==> src/sv/lkc_pkg.sv <==
// Shared constants, codes and control types for the keyed LRU cache.
`timescale 1ns / 1ps

package lkc_pkg;

  localparam int DEPTH_DEF        = 16;
  localparam int KEY_WIDTH_DEF    = 32;
  localparam int HANDLE_WIDTH_DEF = 32;

  localparam int CAP_W    = 5;
  localparam int LEN_W    = 20;
  localparam int TYPE_W   = 8;
  localparam int STATUS_W = 3;
  localparam int COUNT_W  = 5;

  localparam logic [CAP_W-1:0] CAP_RESET = CAP_W'(16);

  localparam logic FUNC_GET = 1'b0;
  localparam logic FUNC_PUT = 1'b1;

  localparam logic [STATUS_W-1:0] ST_GET_HIT      = 3'd0;
  localparam logic [STATUS_W-1:0] ST_GET_MISS     = 3'd1;
  localparam logic [STATUS_W-1:0] ST_PUT_INSERTED = 3'd2;
  localparam logic [STATUS_W-1:0] ST_PUT_UPDATED  = 3'd3;
  localparam logic [STATUS_W-1:0] ST_PUT_REJECTED = 3'd4;

  // Control broadcast from the sequencer to every cell.
  typedef struct packed {
    logic look;    // capture key compare
    logic apply;   // perform the reorder this cycle
    logic hit;     // hit entry moves to the front
    logic insert;  // new entry enters at the front
    logic evict;   // least recent entry is dropped
  } ctrl_t;

endpackage

==> src/sv/lru_keyed_cache.sv <==
// Top level of the fully associative keyed LRU cache.
//
// Input channel: in_valid / in_stall carry one request per transaction:
// func (get or put), key_tag, and for a put the content handle, length and
// type. Output channel: out_valid / out_stall carry one result transaction
// per request with status, hit payload, eviction report and entry count.
// Entries sit in a row of slot cells in recency order, slot 0 most recent.
// The request is latched when it is accepted; every cell's key compare is then
// registered, and once the output register is free the row shifts by one slot
// toward the back over the moving region and the result is registered.
// A new request is accepted only once the previous result has been registered.
// A new request is taken while an earlier result still waits on the output.
// If the receiver stalls, the next request waits in its reorder step until
// the output register is free, and in_stall stays high meanwhile.
// Reset empties the store, clears both valids and sets capacity to 16.
// A write on cfg_wr_en sets capacity and empties the store; the user must issue
// it only while no request is in flight, as the block does not enforce this.
`timescale 1ns / 1ps

module lru_keyed_cache #(
  parameter int DEPTH        = lkc_pkg::DEPTH_DEF,
  parameter int KEY_WIDTH    = lkc_pkg::KEY_WIDTH_DEF,
  parameter int HANDLE_WIDTH = lkc_pkg::HANDLE_WIDTH_DEF
) (
  input  logic                          clk,
  input  logic                          rst,
  input  logic                          cfg_wr_en,
  input  logic [lkc_pkg::CAP_W-1:0]     cfg_wr_data,
  input  logic                          in_valid,
  output logic                          in_stall,
  input  logic                          func,
  input  logic [KEY_WIDTH-1:0]          key_tag,
  input  logic [HANDLE_WIDTH-1:0]       content_handle,
  input  logic [lkc_pkg::LEN_W-1:0]     content_bytes,
  input  logic [lkc_pkg::TYPE_W-1:0]    content_type_id,
  output logic                          out_valid,
  input  logic                          out_stall,
  output logic [lkc_pkg::STATUS_W-1:0]  status,
  output logic [HANDLE_WIDTH-1:0]       out_handle,
  output logic [lkc_pkg::LEN_W-1:0]     out_length,
  output logic [lkc_pkg::TYPE_W-1:0]    out_type,
  output logic                          evicted,
  output logic [KEY_WIDTH-1:0]          evicted_key,
  output logic [lkc_pkg::COUNT_W-1:0]   entry_count
);

  localparam int PW    = HANDLE_WIDTH + lkc_pkg::LEN_W + lkc_pkg::TYPE_W;
  localparam int CNT_W = $clog2(DEPTH + 1);
  localparam int CMP_W = (CNT_W > lkc_pkg::CAP_W) ? CNT_W : lkc_pkg::CAP_W;

  localparam logic [1:0] PH_IDLE  = 2'd0;
  localparam logic [1:0] PH_LOOK  = 2'd1;
  localparam logic [1:0] PH_APPLY = 2'd2;

  logic [1:0]                 phase;
  logic [lkc_pkg::CAP_W-1:0]  capacity;
  logic [CNT_W-1:0]           held_count;

  logic                       req_func;
  logic [KEY_WIDTH-1:0]       req_key;
  logic [PW-1:0]              req_payload;
  logic                       req_null;

  lkc_pkg::ctrl_t             ctrl;
  logic                       out_free;
  logic                       hit;
  logic                       is_put;
  logic                       evict_now;
  logic [CMP_W-1:0]           cap_eff;
  logic [CMP_W-1:0]           cap_ext;
  logic [KEY_WIDTH-1:0]       front_key;
  logic [PW-1:0]              front_payload;
  logic [PW-1:0]              hit_payload;
  logic [KEY_WIDTH-1:0]       last_key;
  logic [CNT_W-1:0]           held_count_next;
  logic [lkc_pkg::STATUS_W-1:0] status_next;

  logic [DEPTH-1:0]           c_valid;
  logic [KEY_WIDTH-1:0]       c_key [DEPTH];
  logic [PW-1:0]              c_payload [DEPTH];
  logic [DEPTH:0]             c_hit_after;
  logic [PW-1:0]              c_rd_hit [DEPTH+1];
  logic [KEY_WIDTH-1:0]       c_rd_evk [DEPTH+1];

  assign in_stall = (phase != PH_IDLE);
  assign out_free = !(out_valid && out_stall);

  assign hit_payload = c_rd_hit[DEPTH];
  assign last_key    = c_rd_evk[DEPTH];
  assign hit         = c_hit_after[0];
  assign is_put      = (req_func == lkc_pkg::FUNC_PUT);

  always_comb begin
    cap_ext = CMP_W'(capacity);
    if (capacity == '0) begin
      cap_eff = CMP_W'(1);
    end else if (cap_ext > CMP_W'(DEPTH)) begin
      cap_eff = CMP_W'(DEPTH);
    end else begin
      cap_eff = cap_ext;
    end
  end

  assign evict_now = ctrl.insert && (CMP_W'(held_count) >= cap_eff);

  always_comb begin
    ctrl        = '0;
    ctrl.look   = (phase == PH_LOOK);
    ctrl.apply  = (phase == PH_APPLY) && out_free;
    ctrl.hit    = hit && !(is_put && req_null);
    ctrl.insert = is_put && !req_null && !hit;
    ctrl.evict  = evict_now;
  end

  // get hit keeps its own payload, put writes the new one
  assign front_key     = req_key;
  assign front_payload = is_put ? req_payload : hit_payload;

  always_comb begin
    held_count_next = held_count;
    if (ctrl.insert && !evict_now) begin
      held_count_next = held_count + CNT_W'(1);
    end
  end

  always_comb begin
    if (!is_put) begin
      status_next = hit ? lkc_pkg::ST_GET_HIT : lkc_pkg::ST_GET_MISS;
    end else if (req_null) begin
      status_next = lkc_pkg::ST_PUT_REJECTED;
    end else if (hit) begin
      status_next = lkc_pkg::ST_PUT_UPDATED;
    end else begin
      status_next = lkc_pkg::ST_PUT_INSERTED;
    end
  end

  assign c_hit_after[DEPTH] = 1'b0;
  assign c_rd_hit[0]        = '0;
  assign c_rd_evk[0]        = '0;

  for (genvar i = 0; i < DEPTH; i++) begin : g_cell
    logic                 p_valid;
    logic [KEY_WIDTH-1:0] p_key;
    logic [PW-1:0]        p_payload;
    logic                 n_valid;

    if (i == 0) begin : g_front
      assign p_valid   = 1'b1;
      assign p_key     = front_key;
      assign p_payload = front_payload;
    end else begin : g_mid
      assign p_valid   = c_valid[i-1];
      assign p_key     = c_key[i-1];
      assign p_payload = c_payload[i-1];
    end

    if (i == DEPTH - 1) begin : g_back
      assign n_valid = 1'b0;
    end else begin : g_inner
      assign n_valid = c_valid[i+1];
    end

    lkc_cell #(
      .KEY_WIDTH     (KEY_WIDTH),
      .PAYLOAD_WIDTH (PW)
    ) u_cell (
      .clk           (clk),
      .rst           (rst),
      .clear         (cfg_wr_en),
      .ctrl          (ctrl),
      .req_key       (req_key),
      .prev_valid    (p_valid),
      .prev_key      (p_key),
      .prev_payload  (p_payload),
      .next_valid    (n_valid),
      .hit_after_in  (c_hit_after[i+1]),
      .hit_after_out (c_hit_after[i]),
      .rd_hit_in     (c_rd_hit[i]),
      .rd_hit_out    (c_rd_hit[i+1]),
      .rd_evk_in     (c_rd_evk[i]),
      .rd_evk_out    (c_rd_evk[i+1]),
      .valid         (c_valid[i]),
      .key           (c_key[i]),
      .payload       (c_payload[i])
    );
  end

  always_ff @(posedge clk) begin
    if (rst) begin
      phase      <= PH_IDLE;
      capacity   <= lkc_pkg::CAP_RESET;
      held_count <= '0;
      out_valid  <= 1'b0;
    end else begin
      if (cfg_wr_en) begin
        capacity   <= cfg_wr_data;
        held_count <= '0;
      end else if (ctrl.apply) begin
        held_count <= held_count_next;
      end

      if (ctrl.apply) begin
        out_valid <= 1'b1;
      end else if (out_valid && !out_stall) begin
        out_valid <= 1'b0;
      end

      unique case (phase)
        PH_IDLE: begin
          if (in_valid) begin
            phase <= PH_LOOK;
          end
        end
        PH_LOOK: begin
          phase <= PH_APPLY;
        end
        PH_APPLY: begin
          if (out_free) begin
            phase <= PH_IDLE;
          end
        end
        default: begin
          phase <= PH_IDLE;
        end
      endcase
    end
  end

  always_ff @(posedge clk) begin
    if (phase == PH_IDLE && in_valid) begin
      req_func    <= func;
      req_key     <= key_tag;
      req_payload <= {content_handle, content_bytes, content_type_id};
      req_null    <= (content_handle == '0);
    end
    if (ctrl.apply) begin
      status      <= status_next;
      evicted     <= evict_now;
      evicted_key <= evict_now ? last_key : '0;
      entry_count <= lkc_pkg::COUNT_W'(held_count_next);
      if (!is_put && hit) begin
        {out_handle, out_length, out_type} <= hit_payload;
      end else begin
        {out_handle, out_length, out_type} <= '0;
      end
    end
  end

endmodule

==> src/sv/lkc_cell.sv <==
// One cache slot: key, payload, valid, match flag, and neighbor hand-off.
`timescale 1ns / 1ps

module lkc_cell #(
  parameter int KEY_WIDTH     = lkc_pkg::KEY_WIDTH_DEF,
  parameter int PAYLOAD_WIDTH = lkc_pkg::HANDLE_WIDTH_DEF + lkc_pkg::LEN_W + lkc_pkg::TYPE_W
) (
  input  logic                     clk,
  input  logic                     rst,
  input  logic                     clear,
  input  lkc_pkg::ctrl_t           ctrl,
  input  logic [KEY_WIDTH-1:0]     req_key,
  input  logic                     prev_valid,
  input  logic [KEY_WIDTH-1:0]     prev_key,
  input  logic [PAYLOAD_WIDTH-1:0] prev_payload,
  input  logic                     next_valid,
  input  logic                     hit_after_in,
  output logic                     hit_after_out,
  input  logic [PAYLOAD_WIDTH-1:0] rd_hit_in,
  output logic [PAYLOAD_WIDTH-1:0] rd_hit_out,
  input  logic [KEY_WIDTH-1:0]     rd_evk_in,
  output logic [KEY_WIDTH-1:0]     rd_evk_out,
  output logic                     valid,
  output logic [KEY_WIDTH-1:0]     key,
  output logic [PAYLOAD_WIDTH-1:0] payload
);

  logic match;
  logic last;
  logic shift;

  assign hit_after_out = match | hit_after_in;
  assign last          = valid & ~next_valid;

  // take the neighbor's contents when this slot lies in the moving region
  assign shift = ctrl.apply &
                 (ctrl.hit ? hit_after_out
                           : (ctrl.insert & (ctrl.evict ? valid : prev_valid)));

  assign rd_hit_out = rd_hit_in | ({PAYLOAD_WIDTH{match}} & payload);
  assign rd_evk_out = rd_evk_in | ({KEY_WIDTH{last}} & key);

  always_ff @(posedge clk) begin
    if (rst) begin
      valid <= 1'b0;
      match <= 1'b0;
    end else begin
      if (clear) begin
        valid <= 1'b0;
      end else if (shift) begin
        valid <= prev_valid;
      end
      if (ctrl.look) begin
        match <= valid && (key == req_key);
      end
    end
  end

  always_ff @(posedge clk) begin
    if (shift) begin
      key     <= prev_key;
      payload <= prev_payload;
    end
  end

endmodule

==> config.mk <==
export PLATFORM = sky130hd
export DESIGN_NAME = lru_keyed_cache
export DESIGN_NICKNAME = d
export VERILOG_FILES = /design/src/sv/lkc_pkg.sv /design/src/sv/lru_keyed_cache.sv /design/src/sv/lkc_cell.sv
export SDC_FILE = /design/constraint.sdc
export NUM_CORES = 2
export LEC_CHECK = 0
export ABC_AREA = 1
export BUFFER_PORTS_ARGS = -buffer_cell sky130_fd_sc_hd__buf_2
export CELL_PAD_IN_SITES_DETAIL_PLACEMENT = 0
export CELL_PAD_IN_SITES_GLOBAL_PLACEMENT = 1
export CORE_MARGIN = 1.5
export CORE_UTILIZATION = 46
export CTS_CLUSTER_DIAMETER = 150
export DETAILED_ROUTE_END_ITERATION = 8
export PLACE_DENSITY_LB_ADDON = 0.08
export RECOVER_POWER = 100
export SETUP_SLACK_MARGIN = 0.5
export SYNTH_ARGS = -nofsm -noshare
export SYNTH_HDL_FRONTEND = slang
export SYNTH_HIERARCHICAL = 1
export SYNTH_SLANG_ARGS = --single-unit
==> constraint.sdc <==
create_clock -name clk -period 7.9 [get_ports clk]
set_input_delay 1.58 -clock clk [delete_from_list [all_inputs] [get_ports clk]]
set_output_delay 1.58 -clock clk [all_outputs]
set_load 0.03 [all_outputs]
==> key figures <==
Run status
  • Status: finished with violations
  • Failing checks: design-rule violations, max-capacitance violations, max-slew violations

Synth
  • Syn Inst Count: 6370
  • Mapped Area: 76400 um2
  • Post-synth EDFFs: 1667
  • Avg Cell Area, Syn: 12.0 um2
  • Ys flop type: edfxtp_1
  • Post-synthesis sequential area ratio: 0.667
  • Yosys cell types: 31
  • Async set-reset flop share out of synthesis: 0
  • Ys Warns: 6
  • Yosys reg bits: 1712

Power
  • Worst VDD drop: 0.172 mV
  • Pwr/cell area: 229 nW/um2
  • PnR Total Power: 19.6 mW
  • P_leak: 36.3 nW

Placement
  • DP HPWL: 139 mm
  • Number of placed cells counting well taps: 8754
  • RD Place Congestion: 0.863
  • IO Port Bufs: 205
  • Dpl ws: 0.776 ns
  • Post-DP Area: 80300 um2

Drt
  • Met2 WL: 76.8 mm
  • WL/cell: 21.3 um
  • Detailed Route WL: 194 mm
  • Routed via count: 45600
  • Final ANT Viol Nets: 0
  • Number of vias per cell: 5.01
  • DRC: 22
  • Post-Route M1 WL: 98.2 mm
  • Starting DRC count in detailed routing: 3955
  • Top Metal Used: met4
  • DR pass1 iterations: 9
  • Met3 wire length: 15.2 mm

Setup path
  • Arrival time worst endpoint: 7.71 ns
  • Crit-path most repeated cell: or2_4
  • Kind of critical path: reg2reg
  • CP max FO: 38
  • R2R Path Start: g_cell[15].u_cell/match
  • Crit path launch: g_cell[15].u_cell/match
  • Worst setup SP type: register
  • Crit path required time: 8.35 ns
  • Crit. End Element: register
  • CP delay by family, top: simple AND/OR/NAND/NOR gates
  • WP buf/inv: 3
  • Slowest CP cell: clkbuf_4
  • Critical Path Max Stage Delay: 0.64 ns

STA
  • Fin Setup TNS: 0 ns
  • Final max-slew violation count: 1301
  • Hold slack: 0.419 ns
  • Tcrit/Tclk final: 0.919
  • Slew headroom: -1.93
  • Fin. Hold Viols: 0
  • Setup WS post-layout: 0.639 ns
  • Worst-Margin Slew: 4.40 ns
  • Setup violations, final: 0
  • Worst-case clock skew: 0.0351 ns
  • Fmax: 0.138 GHz
  • RSZ-0062 raised after global routing: false
  • Crit path time final: 7.26 ns

Finish
  • Area of the multi-input gates: 20900 um2
  • Fill cells: 14400
  • Post-route insts no fill: 9093
  • Final net count: 6860
  • Most frequent cells in the layout: 1667 x edfxtp_1, 1013 x nand2_1, 960 x a21o_1
  • Commonest non-fill, non-tap cell in the layout: edfxtp_1
  • FF+latch area: 51000 um2
  • Fin util: 0.519
  • Post-Layout Inst Area: 85700 um2
  • Layout Area Growth over Synthesis: 12.1%
  • Layout cell share with drive strength beyond 1: 0.0768

Flow run
  • Max cap viols: 41

Floorplan
  • Die Area: 169000 um2
  • Initial Util: 0.463
  • # rows: 149
  • Die H: 411 um
  • Die width: 411 um
  • Ports: 206
  • Core ar.: 165000 um2

Clock tree
  • CTS clock-pin slew for the worst setup and hold paths: 0.06 ns
  • Postcts setup bufs: 0
  • CTS tree: yes
  • Max clock buf depth: 3
  • Quantity of hold-fixing buffers added after cts: 0
  • Clk_lat worst skew: 0.83 ns
  • CTS Sinks: 1712
  • H-tree depth: 4
  • Num CTS Buffers: 184
  • Root Driver: clkbuf_16
  • Post-CTS Resized: 0

Global routing
  • Vias in the first global route: 44600
  • Maximum number of pins on one net before global-route repair: 89
  • Tot GR Track Use: 0.230
  • Initial antenna violation count: 9
  • First-pass GRT wire length: 288 mm
  • Total gr overflow: 0

Worst hold path
  • Min-delay worst type: reg2reg
  • Hold_sp: g_cell[8].u_cell/payload[7]
synthesized netlist by cell type, types with 17 or more instances:
library cell,n,share of area
xnor2_1,160,0.018
o21bai_1,512,0.050
nand3_1,103,0.0067
buf_6,67,0.0099
a21o_1,960,0.094
dfxtp_1,45,0.012
inv_1,964,0.047
a21oi_1,21,0.0014
xor2_1,17,0.0019
clkbuf_1,125,0.0061
nor2_1,385,0.019
nand2_1,1013,0.050
edfxtp_1,1667,0.65
nand4_1,73,0.0060
or2_2,80,0.0065
o21ai_0,99,0.0065
layer usage:
layer / global-route usage / vias to the layer above
li1: - / 22500
met1: 0.359 / 21700
met2: 0.314 / 1121
met3: 0.0638 / 229
met4: 0.0547 / 0
met5: 0 / -
logic make-up (layout without fill, tap and decap cells):
kind of cell,count (synthesis),after routing,share of synthesized area
fa+ha+maj,6,6,0.000982
buf+inv,1164,1602,0.0639
other cells,2,98,0.0000983
simple gates,1715,1715,0.0952
compound gates,1594,1594,0.153
flops,1712,1712,0.667
xor+xnor,177,177,0.0203
flip-flops by register name (all words and copies together), names as in the netlist, 2 cells and up:
name	cells
cap_ext	5
entry_count	5
evicted_key	32
front_key	32
g_cell.u_cell/key	512
g_cell.u_cell/match	16
g_cell.u_cell/payload	960
g_cell.u_cell/valid	16
held_count	5
out_handle	32
out_length	20
out_type	8
phase	2
req_payload	60
status	3
path summary, 6_finish.rpt:
path | end | slack (ns) | cells after the start
setup / recovery | g_cell[2].u_cell/payload[56] | 0.64 | 25
hold / removal | g_cell[9].u_cell/payload[7] | 0.42 | 0
setup reg to reg | g_cell[2].u_cell/payload[56] | 0.64 | 25
hold reg to reg | g_cell[9].u_cell/payload[7] | 0.42 | 0
power breakdown:
part	total (mW)	leakage, nW	switching, mW	internal, mW
logic	1.20	18.0	0.749	0.451
registers	10.1	15.5	0.0640	10.0
clock network	8.29	2.82	3.56	4.73
final cells by class:
type | count | area share
flip-flops and latches | 1712 | 0.595
multi-input cells | 3588 | 0.244
repair buffers | 300 | 0.0188
clock inverters | 100 | 0.00977
diodes | 2 | 0.0000584
well taps | 2189 | 0.0320
inverters | 965 | 0.0429
clock buffers | 237 | 0.0575
Power figures use the tool's default switching activity.
